--- config.mk ---
export PLATFORM = sky130hd
export DESIGN_NAME = periodic_tick_dispatch_table_flat
export DESIGN_NICKNAME = d
export VERILOG_FILES = /design/src/ptd_pkg.sv /design/src/ptd_if.sv /design/src/periodic_tick_dispatch_table.sv /design/src/ptd_queue.sv /design/src/ptd_mod.sv /design/src/ptd_back.sv /design/src/flat_wrapper.sv
export VERILOG_INCLUDE_DIRS = /design/src /design/src/src
export SDC_FILE = /design/constraint.sdc
export NUM_CORES = 2
export LEC_CHECK = 0
export ABC_AREA = 0
export BUFFER_PORTS_ARGS = -buffer_cell sky130_fd_sc_hd__buf_2
export CORE_ASPECT_RATIO = 1.75
export CORE_UTILIZATION = 43
export DETAILED_ROUTE_END_ITERATION = 6
export PLACE_DENSITY = 0.54
export REMOVE_ABC_BUFFERS = 1
export SLEW_MARGIN = 20
export SYNTH_ARGS = -nofsm -noshare
export SYNTH_HDL_FRONTEND = slang
export SYNTH_SLANG_ARGS = --single-unit
--- constraint.sdc ---
create_clock -name i_clk -period 14.85 [get_ports i_clk]
set_clock_uncertainty 0.15 [all_clocks]
set_input_delay 1.485 -clock i_clk [delete_from_list [all_inputs] [get_ports i_clk]]
set_output_delay 1.485 -clock i_clk [all_outputs]
set_load 0.05 [all_outputs]
--- src/periodic_tick_dispatch_table_defines.svh ---
// assertion macros for the periodic tick dispatch table
// no dependencies
`ifndef PERIODIC_TICK_DISPATCH_TABLE_DEFINES_SVH
`define PERIODIC_TICK_DISPATCH_TABLE_DEFINES_SVH

`define PTD_ASSERT_IMP(lbl, clk, rst_n, a, c) \
    lbl: assert property (@(posedge clk) disable iff (!rst_n) (a) |-> (c)) \
        else $error("assertion failed");

`define PTD_ASSERT_NXT(lbl, clk, rst_n, a, c) \
    lbl: assert property (@(posedge clk) disable iff (!rst_n) (a) |=> (c)) \
        else $error("assertion failed");

`endif

--- src/ptd_pkg.sv ---
// shared types and constants of the periodic tick dispatch table
// no dependencies
package ptd_pkg;

    localparam int SLOTS_DEF = 16;

    typedef enum logic [1:0] {
        MODE_TICK   = 2'd0,
        MODE_INSERT = 2'd1,
        MODE_REMOVE = 2'd2,
        MODE_CLEAR  = 2'd3
    } t_mode;

    typedef enum logic [1:0] {
        ST_OK       = 2'd0,
        ST_FULL     = 2'd1,
        ST_NOTFOUND = 2'd2,
        ST_ZERO     = 2'd3
    } t_status;

    localparam logic KIND_FIRE = 1'b0;
    localparam logic KIND_DONE = 1'b1;

    typedef struct packed {
        logic [1:0]  mode;
        logic [31:0] interval;
        logic [31:0] offset;
        logic        enable_bit;
        logic        run_once;
        logic [3:0]  slot;
    } t_in;

    typedef struct packed {
        logic       kind;
        logic [3:0] slot_id;
        logic [1:0] status;
        logic       last;
    } t_out;

endpackage

--- src/ptd_if.sv ---
// valid/ready channel interface carrying a generic payload
// depends on nothing; payload type given by the instantiating code
interface ptd_if #(
    parameter type T = logic
);
    logic valid;
    logic ready;
    T     data;

    modport source (output valid, output data, input ready);
    modport sink (input valid, input data, output ready);
endinterface

--- src/periodic_tick_dispatch_table.sv ---
// Periodic tick dispatch table, top level.
// Depends on ptd_pkg, ptd_if, ptd_queue, ptd_back and the defines header.
//
// Channels: i_req (sink) carries one command: tick, insert, remove or clear.
// o_rsp (source) carries results; the last result of a command has last set.
// A tick yields one fire result per matching enabled slot, in slot order,
// then a done result; the other commands yield one status result.
// Commands enter a two-entry queue; the back part runs them one at a time.
// A tick visits the slots in order; for each valid enabled slot the serial
// 64-by-32 remainder unit (one bit a cycle) computes the tick count modulo
// the interval, and a remainder equal to the offset gives a fire result.
// Reset: tick count zero, all slots free, queue and output empty.
// A stalled receiver holds the current result in the output register; the
// back part waits and the queue keeps taking commands until it is full.
module periodic_tick_dispatch_table #(
    parameter int SLOTS = ptd_pkg::SLOTS_DEF
) (
    input logic i_clk,
    input logic i_rst_n,
    ptd_if.sink   i_req,
    ptd_if.source o_rsp
);
    import ptd_pkg::*;
    `include "periodic_tick_dispatch_table_defines.svh"

    logic w_full, w_empty, w_pop, w_push;
    t_in  w_item;

    assign w_push      = i_req.valid && !w_full;
    assign i_req.ready = !w_full;

    ptd_queue u_queue (
        .i_clk   (i_clk),
        .i_rst_n (i_rst_n),
        .i_wr    (w_push),
        .i_wdata (i_req.data),
        .o_full  (w_full),
        .i_rd    (w_pop),
        .o_rdata (w_item),
        .o_empty (w_empty)
    );

    ptd_back #(.SLOTS(SLOTS)) u_back (
        .i_clk   (i_clk),
        .i_rst_n (i_rst_n),
        .i_empty (w_empty),
        .i_item  (w_item),
        .o_pop   (w_pop),
        .o_valid (o_rsp.valid),
        .o_data  (o_rsp.data),
        .i_ready (o_rsp.ready)
    );

    `PTD_ASSERT_IMP(a_no_pop_empty, i_clk, i_rst_n, w_pop, !w_empty)
    `PTD_ASSERT_IMP(a_fire_not_last, i_clk, i_rst_n,
        o_rsp.valid && o_rsp.data.kind == KIND_FIRE, !o_rsp.data.last)
    `PTD_ASSERT_NXT(a_full_blocks, i_clk, i_rst_n, w_full && !w_pop, !i_req.ready)
endmodule

--- src/ptd_queue.sv ---
// two-entry queue between the front and the back part
// depends on ptd_pkg
module ptd_queue (
    input  logic         i_clk,
    input  logic         i_rst_n,
    input  logic         i_wr,
    input  ptd_pkg::t_in i_wdata,
    output logic         o_full,
    input  logic         i_rd,
    output ptd_pkg::t_in o_rdata,
    output logic         o_empty
);
    import ptd_pkg::*;

    t_in        r_mem [2];
    logic       r_wp, r_rp;
    logic [1:0] r_cnt;

    assign o_full  = (r_cnt == 2'd2);
    assign o_empty = (r_cnt == 2'd0);
    assign o_rdata = r_mem[r_rp];

    always_ff @(posedge i_clk) begin
        if (i_wr) begin
            r_mem[r_wp] <= i_wdata;
        end
        if (!i_rst_n) begin
            r_wp  <= 1'b0;
            r_rp  <= 1'b0;
            r_cnt <= 2'd0;
        end else begin
            if (i_wr) begin
                r_wp <= ~r_wp;
            end
            if (i_rd) begin
                r_rp <= ~r_rp;
            end
            r_cnt <= r_cnt + {1'b0, i_wr} - {1'b0, i_rd};
        end
    end
endmodule

--- src/ptd_mod.sv ---
// serial remainder unit: 64-bit dividend by 32-bit divisor, one bit a cycle
// depends on nothing
module ptd_mod (
    input  logic        i_clk,
    input  logic        i_rst_n,
    input  logic        i_start,
    input  logic [63:0] i_dividend,
    input  logic [31:0] i_divisor,
    output logic        o_done,
    output logic [31:0] o_rem
);
    logic [63:0] r_dvd;
    logic [32:0] r_rem;
    logic [6:0]  r_cnt;
    logic        r_busy;
    logic [32:0] w_sh;
    logic [32:0] w_sub;

    assign w_sh  = {r_rem[31:0], r_dvd[63]};
    assign w_sub = w_sh - {1'b0, i_divisor};
    assign o_rem = r_rem[31:0];

    always_ff @(posedge i_clk) begin
        if (!i_rst_n) begin
            r_busy <= 1'b0;
            o_done <= 1'b0;
            r_cnt  <= '0;
        end else begin
            o_done <= !i_start && r_busy && (r_cnt == 7'd63);
            if (i_start) begin
                r_busy <= 1'b1;
                r_dvd  <= i_dividend;
                r_rem  <= '0;
                r_cnt  <= 7'd0;
            end else if (r_busy) begin
                r_dvd <= {r_dvd[62:0], 1'b0};
                r_rem <= w_sub[32] ? w_sh : w_sub;
                r_cnt <= r_cnt + 7'd1;
                if (r_cnt == 7'd63) begin
                    r_busy <= 1'b0;
                end
            end
        end
    end
endmodule

--- src/ptd_back.sv ---
// back part: slot table, tick counter and result sequencer
// depends on ptd_pkg and ptd_mod
module ptd_back #(
    parameter int SLOTS = ptd_pkg::SLOTS_DEF
) (
    input  logic          i_clk,
    input  logic          i_rst_n,
    input  logic          i_empty,
    input  ptd_pkg::t_in  i_item,
    output logic          o_pop,
    output logic          o_valid,
    output ptd_pkg::t_out o_data,
    input  logic          i_ready
);
    import ptd_pkg::*;

    localparam int SW = (SLOTS > 1) ? $clog2(SLOTS) : 1;

    typedef enum logic [2:0] {
        S_IDLE, S_LOOK, S_WAIT, S_EMIT, S_DONE
    } t_state;

    t_state      r_state;
    logic [63:0] r_tick;
    logic [SLOTS-1:0] r_valid, r_en, r_once;
    logic [31:0] r_ival [SLOTS];
    logic [31:0] r_ofs [SLOTS];
    logic [SW-1:0] r_idx;
    logic [31:0] r_cur_ofs;
    logic [31:0] r_cur_ival;
    logic        r_mstart;
    logic        w_mdone;
    logic [31:0] w_rem;
    t_out        r_out;
    logic        r_ovalid;
    logic        w_free_hit;
    logic [SW-1:0] w_free_idx;
    logic        w_last_slot;
    logic        w_rm_ok;
    logic [SW-1:0] w_rm_idx;
    logic        w_out_load;
    t_out        w_ins_out;

    ptd_mod u_mod (
        .i_clk      (i_clk),
        .i_rst_n    (i_rst_n),
        .i_start    (r_mstart),
        .i_dividend (r_tick),
        .i_divisor  (r_cur_ival),
        .o_done     (w_mdone),
        .o_rem      (w_rem)
    );

    always_comb begin
        w_free_hit = 1'b0;
        w_free_idx = '0;
        for (int i = SLOTS - 1; i >= 0; i--) begin
            if (!r_valid[i]) begin
                w_free_hit = 1'b1;
                w_free_idx = SW'(i);
            end
        end
    end

    always_comb begin
        w_ins_out = '{KIND_DONE, 4'd0, ST_OK, 1'b1};
        if (i_item.interval == 32'd0) begin
            w_ins_out.status = ST_ZERO;
        end else if (!w_free_hit) begin
            w_ins_out.status = ST_FULL;
        end else begin
            w_ins_out.slot_id = 4'(w_free_idx);
        end
    end

    assign w_last_slot = (32'(r_idx) == 32'(SLOTS - 1));
    assign w_rm_idx    = SW'(i_item.slot);
    assign w_rm_ok     = (32'(i_item.slot) < 32'(SLOTS)) && r_valid[w_rm_idx];
    assign o_valid     = r_ovalid;
    assign o_data      = r_out;
    assign o_pop       = (r_state == S_IDLE) && !i_empty && !r_ovalid;
    assign w_out_load  = (o_pop && (t_mode'(i_item.mode) != MODE_TICK)) ||
                         (((r_state == S_EMIT) || (r_state == S_DONE)) &&
                          (!r_ovalid || i_ready));

    always_ff @(posedge i_clk) begin
        if (!i_rst_n) begin
            r_state  <= S_IDLE;
            r_tick   <= '0;
            r_valid  <= '0;
            r_en     <= '0;
            r_ovalid <= 1'b0;
            r_mstart <= 1'b0;
            r_idx    <= '0;
        end else begin
            r_mstart <= (r_state == S_LOOK) && r_valid[r_idx] && r_en[r_idx];
            r_ovalid <= w_out_load || (r_ovalid && !i_ready);
            unique case (r_state)
                S_IDLE: begin
                    if (o_pop) begin
                        unique case (t_mode'(i_item.mode))
                            MODE_TICK: begin
                                r_idx   <= '0;
                                r_state <= S_LOOK;
                            end
                            MODE_INSERT: begin
                                r_out <= w_ins_out;
                                if (i_item.interval != 32'd0 && w_free_hit) begin
                                    r_valid[w_free_idx] <= 1'b1;
                                    r_en[w_free_idx]    <= i_item.enable_bit;
                                    r_once[w_free_idx]  <= i_item.run_once;
                                    r_ival[w_free_idx]  <= i_item.interval;
                                    r_ofs[w_free_idx]   <= i_item.offset;
                                end
                            end
                            MODE_REMOVE: begin
                                r_out <= '{KIND_DONE, 4'd0,
                                           w_rm_ok ? ST_OK : ST_NOTFOUND, 1'b1};
                                if (w_rm_ok) begin
                                    r_valid[w_rm_idx] <= 1'b0;
                                    r_en[w_rm_idx]    <= 1'b0;
                                end
                            end
                            MODE_CLEAR: begin
                                r_out    <= '{KIND_DONE, 4'd0, ST_OK, 1'b1};
                                r_valid  <= '0;
                                r_en     <= '0;
                                r_tick   <= '0;
                            end
                            default: ;
                        endcase
                    end
                end
                S_LOOK: begin
                    if (r_valid[r_idx] && r_en[r_idx]) begin
                        r_cur_ival <= r_ival[r_idx];
                        r_cur_ofs  <= r_ofs[r_idx];
                        r_state    <= S_WAIT;
                    end else if (w_last_slot) begin
                        r_state <= S_DONE;
                    end else begin
                        r_idx <= r_idx + SW'(1);
                    end
                end
                S_WAIT: begin
                    if (w_mdone) begin
                        if (w_rem == r_cur_ofs) begin
                            r_state <= S_EMIT;
                        end else if (w_last_slot) begin
                            r_state <= S_DONE;
                        end else begin
                            r_idx   <= r_idx + SW'(1);
                            r_state <= S_LOOK;
                        end
                    end
                end
                S_EMIT: begin
                    if (!r_ovalid || i_ready) begin
                        r_out    <= '{KIND_FIRE, 4'(r_idx), ST_OK, 1'b0};
                        if (r_once[r_idx]) begin
                            r_en[r_idx] <= 1'b0;
                        end
                        if (w_last_slot) begin
                            r_state <= S_DONE;
                        end else begin
                            r_idx   <= r_idx + SW'(1);
                            r_state <= S_LOOK;
                        end
                    end
                end
                S_DONE: begin
                    if (!r_ovalid || i_ready) begin
                        r_out    <= '{KIND_DONE, 4'd0, ST_OK, 1'b1};
                        r_tick   <= r_tick + 64'd1;
                        r_state  <= S_IDLE;
                    end
                end
                default: r_state <= S_IDLE;
            endcase
        end
    end
endmodule

--- src/flat_wrapper.sv ---
// flat-port wrapper written by rule: the top's interface ports become plain ports
module periodic_tick_dispatch_table_flat import ptd_pkg::*;
#(
    parameter int SLOTS = ptd_pkg::SLOTS_DEF
)
  (i_clk, i_rst_n, i_req_valid, i_req_data, i_req_ready, o_rsp_valid, o_rsp_data, o_rsp_ready);
  ptd_if #(.T(t_in)) i_req_i ();
  ptd_if #(.T(t_out)) o_rsp_i ();
  input logic i_clk;
  input logic i_rst_n;
  input wire logic [$bits(i_req_i.valid)-1:0] i_req_valid;
  input wire logic [$bits(i_req_i.data)-1:0] i_req_data;
  output wire logic [$bits(i_req_i.ready)-1:0] i_req_ready;
  output wire logic [$bits(o_rsp_i.valid)-1:0] o_rsp_valid;
  output wire logic [$bits(o_rsp_i.data)-1:0] o_rsp_data;
  input wire logic [$bits(o_rsp_i.ready)-1:0] o_rsp_ready;
  assign i_req_i.valid = i_req_valid;
  assign i_req_i.data = i_req_data;
  assign i_req_ready = i_req_i.ready;
  assign o_rsp_valid = o_rsp_i.valid;
  assign o_rsp_data = o_rsp_i.data;
  assign o_rsp_i.ready = o_rsp_ready;
  periodic_tick_dispatch_table #(.SLOTS(SLOTS)) u_core (.i_clk(i_clk), .i_rst_n(i_rst_n), .i_req(i_req_i), .o_rsp(o_rsp_i));
endmodule
# Word level (Yosys, flattened, before mapping)
# Memories as Yosys holds them, arrays and structs flattened. A register that Yosys moved wholly into a read port is not among the register bits.
# Cells that the tools add are included.
# totals
n_memories,3
mem_bits_rw,1168
regBits,238
elab_cells,223
# mem_list
memory,depth,word_bits,rd,rd_clocked_by_memory_dff,wr,line,text
u_core.u_back.r_ival,16,32,1,1,1,ptd_back.sv:26,logic [31:0] r_ival [SLOTS];
u_core.u_back.r_ofs,16,32,1,1,1,ptd_back.sv:27,logic [31:0] r_ofs [SLOTS];
u_core.u_queue.r_mem,2,72,1,1,1,ptd_queue.sv:15,t_in r_mem [2];
# op_classes
n_reduce_logical,46
magnitude_cmp,6
bitwise_logic,9
n_addsub,6
eq_ne,26
muxes,107
# op_table
cell,count
$mux W64,5
$pmux W64 S2,1
$mux W16,7
$mux W4,25
$pmux W16 S3,2
$add A64 B1 Y64 const B,1
$mux W32,2
$and A16 B16 Y16,3
$pmux W8 S3,2
$mux W1,37
$sub A33 B32 Y33,1
$bwmux W16,2
$eq A32 B32 Y1,1
$logic_not A32 Y1,1
$not A16 Y16,2
$pmux W16 S2,1
$reduce_bool A32 Y1,1
$mux W3,9
$mux W8,3
$bmux W1 S4,4
$or A16 B16 Y16,1
$pmux W4 S4,1
$logic_and A1 B1 Y1,15
$lt A4 B5 Y1 const B,3
other kinds (35),70

# Depth between registers and ports, before layout
# logic_depth
depth_word,25
mapped_depth,13
mapped_depth_nobuf,11

# By module
# Synthesis repeated with hierarchy kept, for this count alone.
# hier_totals
hier_cells,3218
area_unflattened_um2,60100.1
# by_module_without_submodules
mod,area_each_um2,instances,cells_each
ptd_back,48103.6,1,2417
ptd_mod,6212.2,1,554
ptd_queue,5774.3,1,245
periodic_tick_dispatch_table,10.0,1,2

# Least setup slack after synthesis
# Ideal clock, no wire load.
# synth_path
path_type,input port to flip-flop
from,input i_rst_n
to,memory u_core.u_back.r_ival[5][0] (enable)
setup_ps,644
stages,4
arrival_time_ps,8357
path_buffers,2
path_slack_ps,5699
cell_sequence,clkbuf_1 nand4_1 clkbuf_1 nor4_1
# synth_via
elab_chain_cells,2
# synth_lines
element,line,text
from (decl),flat_wrapper.sv:10,input logic i_rst_n;
$mux W1,ptd_back.sv:87,if (!i_rst_n) begin
$mux W1 (not written as such),ptd_back.sv:112,r_ival[w_free_idx] <= i_item.interval;
to (decl),ptd_back.sv:26,
# No other way between the ends.

==> flow_metrics.py <==
metrics = {
    "synth": {
        "synthTopCellsByCount": "sky130_fd_sc_hd__edfxtp_1 (1,351), sky130_fd_sc_hd__mux4_2 (332), sky130_fd_sc_hd__nor2_1 (163), sky130_fd_sc_hd__mux2_2 (129), sky130_fd_sc_hd__nand2_1 (127)",
        "synth.most_common_cell": "sky130_fd_sc_hd__edfxtp_1",
        "netlist_top_cells_area": "sky130_fd_sc_hd__edfxtp_1 (68%), sky130_fd_sc_hd__mux4_2 (13%), sky130_fd_sc_hd__dfxtp_1 (4.0%)",
        "synthesis.yosys.warnings": 0,
        "synthDominantCellAreaShare_pct": 68.0,
        "postSynthCellCount": 3263,
        "postSynthAreaPerCell_um2": 18.3,
        "postSynth.asyncResetShare_pct": 0,
        "netlist_area_um2": 59700,
        "synth.distinct_cells": 83,
        "synth.largest_area_cell": "sky130_fd_sc_hd__edfxtp_1",
        "ys.flop_type": "sky130_fd_sc_hd__edfxtp_1",
        "synth.ff_latch_count": 1470,
        "synth_seq_area_share_pct": 72.0,
        "synth_edf_count": 1351,
    },
    "timing": {
        "timing.final.crit_share_pct": 37.8,
        "setup-tns-final_ns": 0,
        "timing.final.ws_setup_ns": 9.23,
        "period_minus_slack_ns": 5.62,
        "setup_viol": 0,
        "hold_viol_final": 0,
        "drv_slew": 0,
        "tightest_slew_ns": 1.12,
        "grt_setup_unrepaired": "false",
        "max_freq_mhz": 178,
        "maxSlewHeadroom_pct": 25.5,
    },
    "clocking": {
        "clk_path_buf_depth": 3,
        "cts_inserted_buffers": 137,
        "post_cts_resized": 0,
        "clk_pin_slew_ns": 0.07,
        "cts_num_sinks": 1470,
        "clock_insertion_delay_at_the_later_pin_of_the_skew_report_ns": 0.77,
        "post_cts_hold_buffers": 0,
        "cts_max_level": 4,
        "cts_tree": "built",
        "post-cts-setup-buffer-count": 0,
        "clock-root-buffer": "sky130_fd_sc_hd__clkbuf_16",
    },
    "setup_path": {
        "crit_reg_reg_endpoint": "u_core.u_back.r_ofs[10][19]",
        "ff2ff_path_depth": 9,
        "r2r_setup_slack_ns": 9.23,
        "critPathMaxFanout": 68,
        "critPathKind": "reg -> reg",
        "critical_path.startpoint_type": "register",
        "crit_path_end_kind": "register",
        "required_ns": 15.08,
        "cp_data_arrival_time_ns": 5.85,
    },
    "detailed_routing": {
        "antenna_left": 0,
        "routed_wirelength_um": 150000,
        "detailedRoute.firstIterationViolations": 2244,
        "route.vias.total": 30800,
        "routed_via_density": 5.78,
        "firstDrtPassIters": 5,
        "post-route-drc-count": 0,
        "post_drt_wl_per_cell_um": 28.1,
    },
    "min_path": {
        "timing.hold.worst.start": "u_core.u_back.r_en[13]",
        "hold_path_depth": 2,
        "timing.hold.worst_endpoint": "u_core.u_back.r_en[13]",
        "hold_path_class": "reg -> reg",
    },
    "global_routing": {
        "remaining_overflow_grt": 0,
        "grt.total_usage_pct": 21.5,
        "grt_max_degree": 81,
        "grt_antenna_before_repair": 5,
        "grt_pass1_vias": 32400,
        "first_pass_grt_wire_length_um": 220000,
    },
    "final_layout": {
        "final_std_cells_w_o_fill": 5321,
        "multiInputGateArea_um2": 16000,
        "drive_above_1_share_pct": 24.7,
        "area_delta_synth_final_pct": 12.4,
        "fillers": 11300,
        "layout.area.seq_um2": 43000,
        "nNetsFinal": 3502,
        "final_standard_cell_utilization_of_the_core_pct": 48.8,
    },
    "place": {
        "port-buffer-count": 85,
        "place_inst": 5064,
        "gp_congestion": 0.878,
        "post_place_setup_slack_ns": 9.08,
        "dp_hpwl_um": 91500,
    },
    "floorplan": {
        "row_count": 180,
        "num_io_pins": 86,
        "die_h_um": 495,
        "full_die_area_um2": 140000,
        "initial_core_util_pct": 43.4,
        "fp.dieW_um": 284,
        "design.core.area_um2": 138000,
    },
    "pwr": {
        "power.density_nw_per_um2": 140,
        "vdd_ir_drop_max_uv": 110,
        "leakage_uw": 0.0208,
    },
    "status": {
        "run_status": "complete, no violations",
    },
    "flow_run": {
        "maximum_capacitance_violations": 0,
    },
}
[cells by family (layout without fill, tap and decap cells)]
group,count (synthesis),in the layout,synth area share (%)
buffers and inverters,225,458,1.47
AO/OA/AOI/OAI,347,347,3.78
XOR/XNOR,106,106,1.56
other,0,5,0
flip-flops,1470,1470,72.0
AND/OR/NAND/NOR,581,581,4.88
adder cells (fa/ha/maj),41,41,0.872
multiplexers,493,493,15.5
[routing by layer]
| layer | part of all wire (%) | vias up | GRT usage (%) |
|---|---|---|---|
| met5 | 0 | - | 0 |
| met4 | 3.5 | 0 | 8.22 |
| met3 | 4.2 | 254 | 3.00 |
| met2 | 53 | 821 | 38.6 |
| met1 | 39 | 16300 | 26.3 |
| li1 | - | 13400 | - |
[stage by stage]
stage | hold WS (ns) | cell area [µm²] | total power, µW
6_report | 0.326 | 67100 | 9420
5_1_grt | 0.344 | 67100 | 9720
4_1_cts | 0.324 | 67000 | 9520
3_5_place_dp | 0.314 | 62400 | 5880
3_3_place_gp | 0.302 | 62400 | 5850
2_1_floorplan | 0.283 | 59100 | 5610
[report_power, final]
group,switching [µW],total [µW],internal (µW)
logic,629,912,283
registers,49.8,4870,4820
clock network,1570,3640,2070
total,2250,9420,7180
[area by class of cell]
cell class	count	area share (%)
antenna	5	0.0187
clock buffer	160	5.41
clock inverter	90	1.53
inverter	65	0.364
multi-input combinational	1568	23.9
sequential	1470	64.1
tap	1820	3.39
timing repair buffer	143	1.36
[sequential cells by signal, indices dropped and copies added, names as in the netlist, 16 cells and up, named ones only]
name / count
u_core.u_back.r_ofs: 512
u_core.u_back.r_en: 16
u_core.u_back.r_tick: 64
u_core.u_back.u_mod.r_dvd: 64
u_core.u_back.r_cur_ival: 32
u_core.u_queue.r_mem: 144
u_core.u_back.r_once: 16
u_core.u_back.r_cur_ofs: 32
u_core.u_back.r_valid: 16
u_core.u_back.r_ival: 512
u_core.u_back.u_mod.r_rem: 32
[layout by cell type, fill, tap and decap left out, types with 22 or more instances in the layout]
cell and n:
sky130_fd_sc_hd__buf_2 85, sky130_fd_sc_hd__a21oi_1 83, sky130_fd_sc_hd__mux4_2 332, sky130_fd_sc_hd__nand3_1 56
sky130_fd_sc_hd__ha_1 40, sky130_fd_sc_hd__nor3_1 23, sky130_fd_sc_hd__mux2i_1 32, sky130_fd_sc_hd__xnor2_1 29
sky130_fd_sc_hd__dfxtp_1 113, sky130_fd_sc_hd__and3_1 32, sky130_fd_sc_hd__mux2_2 129, sky130_fd_sc_hd__nand4_1 33
sky130_fd_sc_hd__xor2_1 77, sky130_fd_sc_hd__nand2_1 126, sky130_fd_sc_hd__clkbuf_16 141, sky130_fd_sc_hd__inv_1 65
sky130_fd_sc_hd__buf_4 55, sky130_fd_sc_hd__clkinv_1 22, sky130_fd_sc_hd__edfxtp_1 1351, sky130_fd_sc_hd__o21ai_0 100
sky130_fd_sc_hd__nor2_1 156, sky130_fd_sc_hd__nor4_1 32, sky130_fd_sc_hd__clkinv_2 24
[how the worst max path moves through the flow]
stage / end / slack (ns) / cells past startpoint
2_1_floorplan: u_core.u_back.r_cur_ival[0] / -1.73 / 2
3_3_place_gp: u_core.u_back.r_ofs[10][25] / 9.23 / 9
3_5_place_dp: u_core.u_back.r_ofs[10][1] / 9.08 / 9
4_1_cts: u_core.u_back.r_ofs[10][19] / 9.05 / 9
5_1_grt: u_core.u_back.r_ofs[10][19] / 8.84 / 9
6_report: u_core.u_back.r_ofs[10][19] / 9.23 / 9
[critical path, stage by stage, from the launching register on]
cell	delay, ns
sky130_fd_sc_hd__dfxtp_4	0.64
sky130_fd_sc_hd__buf_4	0.88
sky130_fd_sc_hd__mux2_2	0.52
sky130_fd_sc_hd__nor2_1	0.10
sky130_fd_sc_hd__and4_1	0.23
sky130_fd_sc_hd__a31oi_1	0.41
sky130_fd_sc_hd__nand4_1	0.19
sky130_fd_sc_hd__buf_4	0.36
sky130_fd_sc_hd__nor2_4	0.74
sky130_fd_sc_hd__buf_4	0.81
No activity file was read; power rests on OpenSTA's default activity.
